`config.mk`:
```
export PLATFORM = sky130hd
export DESIGN_NAME = stepper_gauge_ramp_driver_flat
export DESIGN_NICKNAME = d
export VERILOG_FILES = /design/src/rtl/sgr_pkg.sv /design/src/rtl/sgr_ifs.sv /design/src/rtl/stepper_gauge_ramp_driver.sv /design/src/rtl/sgr_cfg_regs.sv /design/src/rtl/sgr_delay_lookup.sv /design/src/rtl/sgr_motion_core.sv /design/src/flat_wrapper.sv
export SDC_FILE = /design/constraint.sdc
export NUM_CORES = 1
export LEC_CHECK = 0
export ABC_AREA = 1
export BUFFER_PORTS_ARGS = -buffer_cell sky130_fd_sc_hd__buf_2
export CORE_ASPECT_RATIO = 0.8
export CORE_MARGIN = 2
export CORE_UTILIZATION = 45
export CTS_BUF_LIST = sky130_fd_sc_hd__clkbuf_16
export DETAILED_ROUTE_END_ITERATION = 7
export GPL_ROUTABILITY_DRIVEN = 0
export GPL_TIMING_DRIVEN = 0
export PLACE_DENSITY = 0.69
export SLEW_MARGIN = 20
export SYNTH_ARGS = -nofsm -noshare
export SYNTH_HDL_FRONTEND = slang
export SYNTH_SLANG_ARGS = --single-unit
```
`constraint.sdc`:
```
create_clock -name clk_i -period 15.3 [get_ports clk_i]
set_clock_uncertainty 0.05 [all_clocks]
set_input_delay 0.765 -clock clk_i [delete_from_list [all_inputs] [get_ports clk_i]]
set_output_delay 0.765 -clock clk_i [all_outputs]
set_load 0.01 [all_outputs]
```
`src/rtl/sgr_pkg.sv`:
```
// Shared types, constants and helper functions of the gauge stepper ramp driver.
// Depends on nothing; every other file imports it.
package sgr_pkg;

  // Field widths of the item channels
  localparam int unsigned PosBits     = 12;
  localparam int unsigned VelBits     = 13;
  localparam int unsigned FuncBits    = 2;
  localparam int unsigned CoilCount   = 4;
  localparam int unsigned PhaseCount  = 6;
  localparam int unsigned PhaseBits   = 3;
  localparam int unsigned DelayBits   = 12;

  // Ramp table geometry
  localparam int unsigned RampEntries = 5;
  localparam int unsigned EntryBits   = 12;
  localparam int unsigned RampBits    = RampEntries * EntryBits;
  localparam int unsigned RampIdxBits = (RampEntries > 1) ? $clog2(RampEntries) : 1;

  // Configuration port
  localparam int unsigned CfgIdxBits  = 2;
  localparam int unsigned CfgDataBits = 60;

  // Reset values of the configuration registers
  localparam logic [PosBits-1:0]     TotalStepsReset = 12'd945;
  localparam logic [CfgDataBits-1:0] RampThrReset    = 60'd84452802612633620;
  localparam logic [CfgDataBits-1:0] RampDlyReset    = 60'd168939978391145400;
  localparam logic [DelayBits-1:0]   ZeroDelayReset  = 12'd800;

  // Item function codes
  localparam logic [FuncBits-1:0] FuncTick      = 2'd0;
  localparam logic [FuncBits-1:0] FuncSetTarget = 2'd1;
  localparam logic [FuncBits-1:0] FuncZero      = 2'd2;

  // Configuration register indexes
  typedef enum logic [CfgIdxBits-1:0] {
    CfgTotalSteps = 2'd0,
    CfgRampThr    = 2'd1,
    CfgRampDly    = 2'd2,
    CfgZeroDelay  = 2'd3
  } cfg_idx_e;

  typedef logic [RampEntries-1:0][EntryBits-1:0] ramp_tbl_t;

  // Configuration as seen by the motion core
  typedef struct packed {
    logic [PosBits-1:0]   total_steps;
    ramp_tbl_t            ramp_thr;
    ramp_tbl_t            ramp_dly;
    logic [DelayBits-1:0] zero_delay;
  } sgr_cfg_t;

  // Coil drive bits for each phase of the six-phase sequence
  function automatic logic [CoilCount-1:0] phase_coils(input logic [PhaseBits-1:0] phase);
    logic [CoilCount-1:0] coils;
    case (phase)
      3'd0:    coils = 4'h9;
      3'd1:    coils = 4'h1;
      3'd2:    coils = 4'h7;
      3'd3:    coils = 4'h6;
      3'd4:    coils = 4'hE;
      3'd5:    coils = 4'h8;
      default: coils = 4'h0;
    endcase
    return coils;
  endfunction

endpackage

```
`src/rtl/sgr_ifs.sv`:
```
// Valid/ready channel interfaces of the gauge stepper ramp driver: input items,
// result items and configuration writes. Depends on sgr_pkg.

interface sgr_in_if;
  import sgr_pkg::*;
  logic                valid;
  logic                ready;
  logic [FuncBits-1:0] func;
  logic [PosBits-1:0]  target_position;

  modport source (output valid, func, target_position, input ready);
  modport sink   (input valid, func, target_position, output ready);
endinterface

interface sgr_out_if;
  import sgr_pkg::*;
  logic                      valid;
  logic                      ready;
  logic [CoilCount-1:0]      coil_pattern;
  logic [PosBits-1:0]        position;
  logic signed [VelBits-1:0] velocity;
  logic                      stopped;
  logic                      zeroing;

  modport source (output valid, coil_pattern, position, velocity, stopped, zeroing,
                  input ready);
  modport sink   (input valid, coil_pattern, position, velocity, stopped, zeroing,
                  output ready);
endinterface

interface sgr_cfg_if;
  import sgr_pkg::*;
  logic                   valid;
  logic                   ready;
  logic [CfgIdxBits-1:0]  index;
  logic [CfgDataBits-1:0] data;

  modport source (output valid, index, data, input ready);
  modport sink   (input valid, index, data, output ready);
endinterface

```
`src/rtl/stepper_gauge_ramp_driver.sv`:
```
// Top level of the gauge stepper ramp driver: configuration registers and
// motion core. Depends on sgr_pkg, sgr_ifs, sgr_cfg_regs and sgr_motion_core.
//
//   channel    dir  payload                                          accepted when
//   in_item_i  in   func, target_position                            valid && ready
//   res_o      out  coil_pattern, position, velocity, stopped, zeroing valid && ready
//   cfg_i      in   index (2 bits), data (60 bits)                   valid && ready
//
// One item is accepted per clock while in_item_i.ready is high; its result goes
// through the input register, then one pass of the state update, into the result
// register, where it can be taken while res_o.ready is high.
// The result register frees the input side: a new item enters while a result waits.
// A stalled result holds; with both registers full, in_item_i.ready drops.
// Reset is asynchronous: needle state clears, configuration returns to defaults.
// Configuration writes are always taken (cfg_i.ready is high).
module stepper_gauge_ramp_driver (
  input  logic      clk_i,
  input  logic      rst_ni,
  sgr_in_if.sink    in_item_i,
  sgr_out_if.source res_o,
  sgr_cfg_if.sink   cfg_i
);
  import sgr_pkg::*;

  sgr_cfg_t cfg;

  sgr_cfg_regs u_cfg (
    .clk_i  (clk_i),
    .rst_ni (rst_ni),
    .cfg_i  (cfg_i),
    .cfg_o  (cfg)
  );

  sgr_motion_core u_core (
    .clk_i  (clk_i),
    .rst_ni (rst_ni),
    .cfg_i  (cfg),
    .in_i   (in_item_i),
    .res_o  (res_o)
  );

endmodule

```
`src/rtl/sgr_cfg_regs.sv`:
```
// Configuration register file: total steps, ramp tables and zeroing delay.
// Depends on sgr_pkg and sgr_cfg_if.
module sgr_cfg_regs (
  input  logic              clk_i,
  input  logic              rst_ni,
  sgr_cfg_if.sink           cfg_i,
  output sgr_pkg::sgr_cfg_t cfg_o
);
  import sgr_pkg::*;

  logic [PosBits-1:0]   total_steps_q;
  logic [RampBits-1:0]  ramp_thr_q;
  logic [RampBits-1:0]  ramp_dly_q;
  logic [DelayBits-1:0] zero_delay_q;

  // Take every write at once
  assign cfg_i.ready = 1'b1;

  // Write the addressed register
  always_ff @(posedge clk_i or negedge rst_ni) begin
    if (!rst_ni) begin
      total_steps_q <= TotalStepsReset;
      ramp_thr_q    <= RampThrReset[RampBits-1:0];
      ramp_dly_q    <= RampDlyReset[RampBits-1:0];
      zero_delay_q  <= ZeroDelayReset;
    end else if (cfg_i.valid) begin
      case (cfg_idx_e'(cfg_i.index))
        CfgTotalSteps: total_steps_q <= cfg_i.data[PosBits-1:0];
        CfgRampThr:    ramp_thr_q    <= cfg_i.data[RampBits-1:0];
        CfgRampDly:    ramp_dly_q    <= cfg_i.data[RampBits-1:0];
        CfgZeroDelay:  zero_delay_q  <= cfg_i.data[DelayBits-1:0];
        default: begin
        end
      endcase
    end
  end

  assign cfg_o.total_steps = total_steps_q;
  assign cfg_o.ramp_thr    = ramp_tbl_t'(ramp_thr_q);
  assign cfg_o.ramp_dly    = ramp_tbl_t'(ramp_dly_q);
  assign cfg_o.zero_delay  = zero_delay_q;

endmodule

```
`src/rtl/sgr_delay_lookup.sv`:
```
// Ramp delay lookup: picks the delay of the first entry whose threshold
// covers the velocity magnitude, else the last entry. Depends on sgr_pkg.
module sgr_delay_lookup (
  input  logic [sgr_pkg::PosBits-1:0]   mag_i,
  input  sgr_pkg::ramp_tbl_t            thr_i,
  input  sgr_pkg::ramp_tbl_t            dly_i,
  output logic [sgr_pkg::DelayBits-1:0] delay_o
);
  import sgr_pkg::*;

  logic [RampIdxBits-1:0] sel;

  // Compare every threshold but the last in parallel, lowest matching entry wins
  always_comb begin
    sel = RampIdxBits'(RampEntries - 1);
    for (int i = RampEntries - 2; i >= 0; i--) begin
      if (thr_i[i] >= mag_i) begin
        sel = RampIdxBits'(i);
      end
    end
  end

  assign delay_o = dly_i[sel];

endmodule

```
`src/rtl/sgr_motion_core.sv`:
```
// Motion core: input register, needle state update and result register.
// Depends on sgr_pkg, sgr_ifs and sgr_delay_lookup.
module sgr_motion_core (
  input  logic              clk_i,
  input  logic              rst_ni,
  input  sgr_pkg::sgr_cfg_t cfg_i,
  sgr_in_if.sink            in_i,
  sgr_out_if.source         res_o
);
  import sgr_pkg::*;

  // Input register
  logic                in_valid_q;
  logic [FuncBits-1:0] in_func_q;
  logic [PosBits-1:0]  in_tgt_q;

  // Needle state
  logic [PosBits-1:0]        pos_q, pos_d;
  logic [PosBits-1:0]        goal_q, goal_d;
  logic signed [VelBits-1:0] vel_q, vel_d;
  logic [PhaseBits-1:0]      phase_q, phase_d;
  logic [DelayBits-1:0]      wait_q, wait_d;
  logic                      zact_q, zact_d;
  logic [PosBits-1:0]        zleft_q, zleft_d;

  // Result register
  logic                      res_valid_q;
  logic [CoilCount-1:0]      res_coil_q;
  logic [PosBits-1:0]        res_pos_q;
  logic signed [VelBits-1:0] res_vel_q;
  logic                      res_stop_q;
  logic                      res_zero_q;

  logic advance;

  // Advance the held item when the result register is free or being drained
  assign advance    = in_valid_q && (!res_valid_q || res_o.ready);
  assign in_i.ready = !in_valid_q || advance;

  // Hold one item in the input register
  always_ff @(posedge clk_i or negedge rst_ni) begin
    if (!rst_ni) begin
      in_valid_q <= 1'b0;
    end else if (in_i.ready) begin
      in_valid_q <= in_i.valid;
    end
  end

  always_ff @(posedge clk_i) begin
    if (in_i.ready && in_i.valid) begin
      in_func_q <= in_i.func;
      in_tgt_q  <= in_i.target_position;
    end
  end

  // Step helpers
  logic                      can_up, can_dn;
  logic [PhaseBits-1:0]      phase_up, phase_dn;
  logic [PosBits-1:0]        last_idx, tgt_clamp;
  logic [DelayBits-1:0]      wait_dec, ramp_delay;
  logic signed [PosBits+2:0] travel, gap;
  logic signed [VelBits-1:0] limit, vel_mv, mag_w;
  logic [PosBits-1:0]        mag;

  assign can_up   = pos_q < cfg_i.total_steps;
  assign can_dn   = pos_q != '0;
  assign phase_up = (phase_q == PhaseBits'(PhaseCount - 1)) ? '0 : phase_q + 3'd1;
  assign phase_dn = (phase_q == '0) ? PhaseBits'(PhaseCount - 1) : phase_q - 3'd1;
  assign last_idx = (cfg_i.total_steps == '0) ? '0 : cfg_i.total_steps - 12'd1;
  assign tgt_clamp = (in_tgt_q > last_idx) ? last_idx : in_tgt_q;
  assign wait_dec = (wait_q != '0) ? wait_q - 12'd1 : '0;

  // Ramp the velocity one unit toward the remaining distance
  assign limit  = $signed({1'b0, cfg_i.ramp_thr[RampEntries-1]});
  assign travel = $signed({3'b000, goal_q}) - $signed({3'b000, pos_q});
  assign gap    = travel - $signed({{2{vel_q[VelBits-1]}}, vel_q});

  always_comb begin
    vel_mv = vel_q;
    if (gap > 0 && vel_q < limit) begin
      vel_mv = vel_q + 13'sd1;
    end else if (gap < 0 && vel_q > -limit) begin
      vel_mv = vel_q - 13'sd1;
    end
  end

  assign mag_w = vel_mv[VelBits-1] ? -vel_mv : vel_mv;
  assign mag   = mag_w[PosBits-1:0];

  sgr_delay_lookup u_lookup (
    .mag_i   (mag),
    .thr_i   (cfg_i.ramp_thr),
    .dly_i   (cfg_i.ramp_dly),
    .delay_o (ramp_delay)
  );

  // Next needle state for the held item
  always_comb begin
    pos_d   = pos_q;
    goal_d  = goal_q;
    vel_d   = vel_q;
    phase_d = phase_q;
    wait_d  = wait_q;
    zact_d  = zact_q;
    zleft_d = zleft_q;
    case (in_func_q)
      FuncTick: begin
        wait_d = wait_dec;
        if (wait_dec == '0) begin
          if (zact_q) begin
            if (zleft_q != '0) begin
              if (can_dn) begin
                pos_d   = pos_q - 12'd1;
                phase_d = phase_dn;
              end
              zleft_d = zleft_q - 12'd1;
              wait_d  = cfg_i.zero_delay;
            end else begin
              pos_d  = '0;
              goal_d = '0;
              vel_d  = '0;
              zact_d = 1'b0;
              wait_d = '0;
            end
          end else if (!(pos_q == goal_q && vel_q == '0)) begin
            vel_d  = vel_mv;
            wait_d = ramp_delay;
            if (vel_mv > 0 && can_up) begin
              pos_d   = pos_q + 12'd1;
              phase_d = phase_up;
            end else if (vel_mv < 0 && can_dn) begin
              pos_d   = pos_q - 12'd1;
              phase_d = phase_dn;
            end
          end
        end
      end
      FuncSetTarget: begin
        if (!zact_q) begin
          goal_d = tgt_clamp;
        end
      end
      FuncZero: begin
        zact_d  = 1'b1;
        pos_d   = last_idx;
        zleft_d = cfg_i.total_steps;
        wait_d  = '0;
      end
      default: begin
      end
    endcase
  end

  // Commit the state as the item moves on
  always_ff @(posedge clk_i or negedge rst_ni) begin
    if (!rst_ni) begin
      pos_q   <= '0;
      goal_q  <= '0;
      vel_q   <= '0;
      phase_q <= '0;
      wait_q  <= '0;
      zact_q  <= 1'b0;
      zleft_q <= '0;
    end else if (advance) begin
      pos_q   <= pos_d;
      goal_q  <= goal_d;
      vel_q   <= vel_d;
      phase_q <= phase_d;
      wait_q  <= wait_d;
      zact_q  <= zact_d;
      zleft_q <= zleft_d;
    end
  end

  // Result register valid: drop on drain, set on advance
  always_ff @(posedge clk_i or negedge rst_ni) begin
    if (!rst_ni) begin
      res_valid_q <= 1'b0;
    end else if (advance) begin
      res_valid_q <= 1'b1;
    end else if (res_o.ready) begin
      res_valid_q <= 1'b0;
    end
  end

  always_ff @(posedge clk_i) begin
    if (advance) begin
      res_coil_q <= phase_coils(phase_d);
      res_pos_q  <= pos_d;
      res_vel_q  <= vel_d;
      res_stop_q <= (pos_d == goal_d) && (vel_d == '0);
      res_zero_q <= zact_d;
    end
  end

  assign res_o.valid        = res_valid_q;
  assign res_o.coil_pattern = res_coil_q;
  assign res_o.position     = res_pos_q;
  assign res_o.velocity     = res_vel_q;
  assign res_o.stopped      = res_stop_q;
  assign res_o.zeroing      = res_zero_q;

  // Phase stays inside the six-phase sequence
  a_phase_range: assert property (@(posedge clk_i) disable iff (!rst_ni)
    phase_q < PhaseBits'(PhaseCount))
    else $error("coil phase out of range");

  // No zeroing steps remain once zeroing has ended
  a_zero_left: assert property (@(posedge clk_i) disable iff (!rst_ni)
    !zact_q |-> zleft_q == '0)
    else $error("zeroing steps left while not zeroing");

  // Set-target commands leave the goal alone while zeroing
  a_goal_hold: assert property (@(posedge clk_i) disable iff (!rst_ni)
    (advance && in_func_q == FuncSetTarget && zact_q) |=> $stable(goal_q))
    else $error("goal moved during zeroing");

  // A tick moves the needle by at most one step, or clears it to zero
  a_one_step: assert property (@(posedge clk_i) disable iff (!rst_ni)
    (advance && in_func_q == FuncTick) |=>
      (pos_q == $past(pos_q) || pos_q == $past(pos_q) + 12'd1 ||
       pos_q == $past(pos_q) - 12'd1 || pos_q == '0))
    else $error("needle moved more than one step on a tick");

endmodule

```
`src/flat_wrapper.sv`:
```
// flat-port wrapper written by rule: the top's interface ports become plain ports
module stepper_gauge_ramp_driver_flat import sgr_pkg::*;
  (clk_i, rst_ni, in_item_i_valid, in_item_i_func, in_item_i_target_position, in_item_i_ready, res_o_valid, res_o_coil_pattern, res_o_position, res_o_velocity, res_o_stopped, res_o_zeroing, res_o_ready, cfg_i_valid, cfg_i_index, cfg_i_data, cfg_i_ready);
  sgr_in_if in_item_i_i ();
  sgr_out_if res_o_i ();
  sgr_cfg_if cfg_i_i ();
  input  logic clk_i;
  input  logic rst_ni;
  input wire logic [$bits(in_item_i_i.valid)-1:0] in_item_i_valid;
  input wire logic [$bits(in_item_i_i.func)-1:0] in_item_i_func;
  input wire logic [$bits(in_item_i_i.target_position)-1:0] in_item_i_target_position;
  output wire logic [$bits(in_item_i_i.ready)-1:0] in_item_i_ready;
  output wire logic [$bits(res_o_i.valid)-1:0] res_o_valid;
  output wire logic [$bits(res_o_i.coil_pattern)-1:0] res_o_coil_pattern;
  output wire logic [$bits(res_o_i.position)-1:0] res_o_position;
  output wire logic [$bits(res_o_i.velocity)-1:0] res_o_velocity;
  output wire logic [$bits(res_o_i.stopped)-1:0] res_o_stopped;
  output wire logic [$bits(res_o_i.zeroing)-1:0] res_o_zeroing;
  input wire logic [$bits(res_o_i.ready)-1:0] res_o_ready;
  input wire logic [$bits(cfg_i_i.valid)-1:0] cfg_i_valid;
  input wire logic [$bits(cfg_i_i.index)-1:0] cfg_i_index;
  input wire logic [$bits(cfg_i_i.data)-1:0] cfg_i_data;
  output wire logic [$bits(cfg_i_i.ready)-1:0] cfg_i_ready;
  assign in_item_i_i.valid = in_item_i_valid;
  assign in_item_i_i.func = in_item_i_func;
  assign in_item_i_i.target_position = in_item_i_target_position;
  assign in_item_i_ready = in_item_i_i.ready;
  assign res_o_valid = res_o_i.valid;
  assign res_o_coil_pattern = res_o_i.coil_pattern;
  assign res_o_position = res_o_i.position;
  assign res_o_velocity = res_o_i.velocity;
  assign res_o_stopped = res_o_i.stopped;
  assign res_o_zeroing = res_o_i.zeroing;
  assign res_o_i.ready = res_o_ready;
  assign cfg_i_i.valid = cfg_i_valid;
  assign cfg_i_i.index = cfg_i_index;
  assign cfg_i_i.data = cfg_i_data;
  assign cfg_i_ready = cfg_i_i.ready;
  stepper_gauge_ramp_driver u_core (.clk_i(clk_i), .rst_ni(rst_ni), .in_item_i(in_item_i_i), .res_o(res_o_i), .cfg_i(cfg_i_i));
endmodule
```
==> impl_metrics.json <==
{
  "clock.fmax_mhz": 115.6,
  "antenna_found_initial": 0,
  "status": "finished, violations left",
  "numCtsBuffers": 28,
  "cp_slowest_cell": "xor2_1",
  "dp_hpwl_microns": 44750,
  "post_cts_buffers": 0,
  "synth_ff_type": "dfrtp_1",
  "async_flop_share": 0.8275,
  "die_w_microns": 231.2,
  "grt_pass1_vias": 17130,
  "clk_pin_slew_worst_paths_ns": 0.07,
  "syn_area_sq_mm": 0.01858,
  "syn-num-nets": 2781,
  "synth-seq-cells": 255,
  "cts-root-buf": "clkbuf_16",
  "setup_viol": 0,
  "clk_latency_ns": 0.60,
  "crit_path_start_kind": "flop",
  "drc": 1,
  "ys_types": 61,
  "start_util": 0.4565,
  "cts_htree_levels": 1,
  "reg2reg_to": "u_core.u_core.wait_q[8]",
  "clk_path_buf_depth": 3,
  "maxUsedRoutingLayer": "met4",
  "dieArea_sq_mm": 0.04295,
  "wire_per_inst_microns": 17.85,
  "ys_seq_area_frac": 0.3587,
  "hold_violations": 0,
  "worstMarginPinSlew_ns": 1.108,
  "drt-initial-drc-count": 2218,
  "synth_warnings": 0,
  "path_max_fanout": 10,
  "maxSlewViolCount": 0,
  "hp-class": "in -> async",
  "worst_setup_path_end_kind": "flop",
  "setup.worst_path.class": "reg -> reg",
  "holdBufCountCts": 0,
  "cp.arrival_ns": 9.08,
  "drive_above_1_share": 0.1145,
  "seqCellArea_sq_mm": 0.006666,
  "numPortBuffers": 113,
  "drtAntennaViolNets": 0,
  "fp.dieH_microns": 185.8,
  "synth_cells": 2573,
  "grt-ovfl-total": 0,
  "grt_util_all_layers": 0.2725,
  "wl_met3_microns": 6297,
  "wl_met1_microns": 25480,
  "cp.required_ns": 15.74,
  "grt_max_degree": 87,
  "diodes": 0,
  "reg2reg_depth": 57,
  "area_growth_pct": 12.34,
  "multi_input_area_sq_mm": 0.01012,
  "failed_checks": "DRC",
  "cpPeakStageDelay_ns": 0.69,
  "grt_pass1_wl_microns": 92390,
  "post-route-min-period_ns": 8.647,
  "layout_commonest_cell": "nand2_1",
  "rsz0062_at_grt": "no",
  "r2r_slack_ns": 6.65,
  "cts-resized-gates": 0,
  "setup_tns_ns": 0,
  "nNetsFinal": 2928,
  "wl_met2_microns": 25230,
  "routed_wl_microns": 58650,
  "synth_edf_count": 44,
  "rows": 66,
  "ios": 115,
  "fin_crit_sh": 0.5652,
  "worst_path_most_repeated_cell": "nand2_1",
  "slew_headroom": 0.2588,
  "placed_cell_area_sq_mm": 0.01992,
  "cts_sinks": 255,
  "cts_tree": "yes",
  "drt_pass1_iterations": 8,
  "fp.coreArea_sq_mm": 0.04071,
  "fillers": 3908,
  "final_cell_mix": "676 x nand2_1, 345 x inv_1, 297 x o21ai_0",
  "post-route-cell-area_sq_mm": 0.02088,
  "reg2reg_from": "u_core.u_core.pos_q[2]",
  "vias_per_cell": 5.553,
  "vias": 18250,
  "drv_cap": 0,
  "avgSynthCellArea_sq_um": 7.222
}
[per-layer routing]
layer,vias up,track usage
met5,-,0
met1,8507,0.3734
met2,883,0.4243
met4,0,0.07690
li1,8745,-
met3,112,0.07200
[worst max path at each step]
stage	from	end	slack, ns
finish	u_core.u_core.pos_q[2]	u_core.u_core.wait_q[8]	6.65
global route	u_core.u_core.pos_q[2]	u_core.u_core.wait_q[10]	5.80
CTS	u_core.u_core.pos_q[2]	u_core.u_core.wait_q[8]	6.61
detailed placement	u_core.u_core.pos_q[2]	u_core.u_core.wait_q[8]	6.66
global placement	u_core.u_core.pos_q[2]	u_core.u_core.wait_q[8]	6.20
floorplan	u_core.u_core.pos_q[2]	u_core.u_core.wait_q[3]	8.26
[Yosys cell counts, drive strengths merged (27+ instances only)]
master | number | share of area
ha | 125 | 0.084
o211ai | 27 | 0.011
a21oi | 125 | 0.035
nand4 | 35 | 0.012
o21ai | 308 | 0.083
xor2 | 68 | 0.032
dfrtp | 159 | 0.21
nand3 | 172 | 0.051
nor2 | 154 | 0.035
nand2 | 693 | 0.14
clkbuf | 70 | 0.014
inv | 358 | 0.073
dfstp | 52 | 0.074
edfxtp | 44 | 0.071
nor3 | 42 | 0.013
[worst max-delay path: cells and delay by family (launching register included)]
| kind | cells | cell delay (ns) |
|---|---|---|
| buf+inv | 10 | 1.38 |
| fa+ha+maj | 4 | 1.40 |
| flops | 1 | 0.35 |
| compound gates | 10 | 1.41 |
| simple gates | 30 | 2.86 |
| xor+xnor | 3 | 1.08 |
[flip-flops by register name (all words and copies together) (netlist names), 2 cells and up]
signal and cells:
u_core.u_core.res_o.position 12, u_core.u_core.wait_q 12, u_core.u_cfg.ramp_thr_q 60, u_core.u_core.res_o.velocity 13, u_core.u_core.in_tgt_q 12, u_core.u_core.in_func_q 2, u_core.u_core.goal_q 12, u_core.u_cfg.total_steps_q 12
u_core.u_cfg.zero_delay_q 12, u_core.u_core.res_o.coil_pattern 3, u_core.u_core.vel_q 13, u_core.u_core.pos_q 12, u_core.u_cfg.ramp_dly_q 60, u_core.u_core.phase_q 3, u_core.u_core.zleft_q 12
[metrics by stage]
step	utilization	worst slack [ns]	hold WS, ns	cells
finish	0.5128	6.653	0.02668	3286
global route	0.5128	5.801	0.06023	3286
CTS	0.5124	6.610	0.04110	3286
detailed placement	0.4894	6.662	0.4278	3234
global placement	0.4871	6.196	0.4189	3230
floorplan	-	8.258	0.4030	2573
[logic make-up after synthesis]
family / synth area share
AND/OR/NAND/NOR: 0.2652
multiplexers: 0.0006059
flip-flops: 0.3587
buffers and inverters: 0.09736
other: 0.0002018
AO/OA/AOI/OAI: 0.1553
XOR/XNOR: 0.03629
adder cells (fa/ha/maj): 0.08632
[cell type report]
type | instances | area share
Clock buffer | 30 | 0.03596
Buffer | 95 | 0.02062
Timing Repair Buffer | 117 | 0.03153
Inverter | 365 | 0.06611
Clock inverter | 22 | 0.009050
Tap cell | 544 | 0.03260
Sequential cell | 255 | 0.3193
Multi-Input combinational cell | 1858 | 0.4848
Power is not shown: default switching activity piles up to over one toggle a cycle in this logic, so the estimate is an artifact.
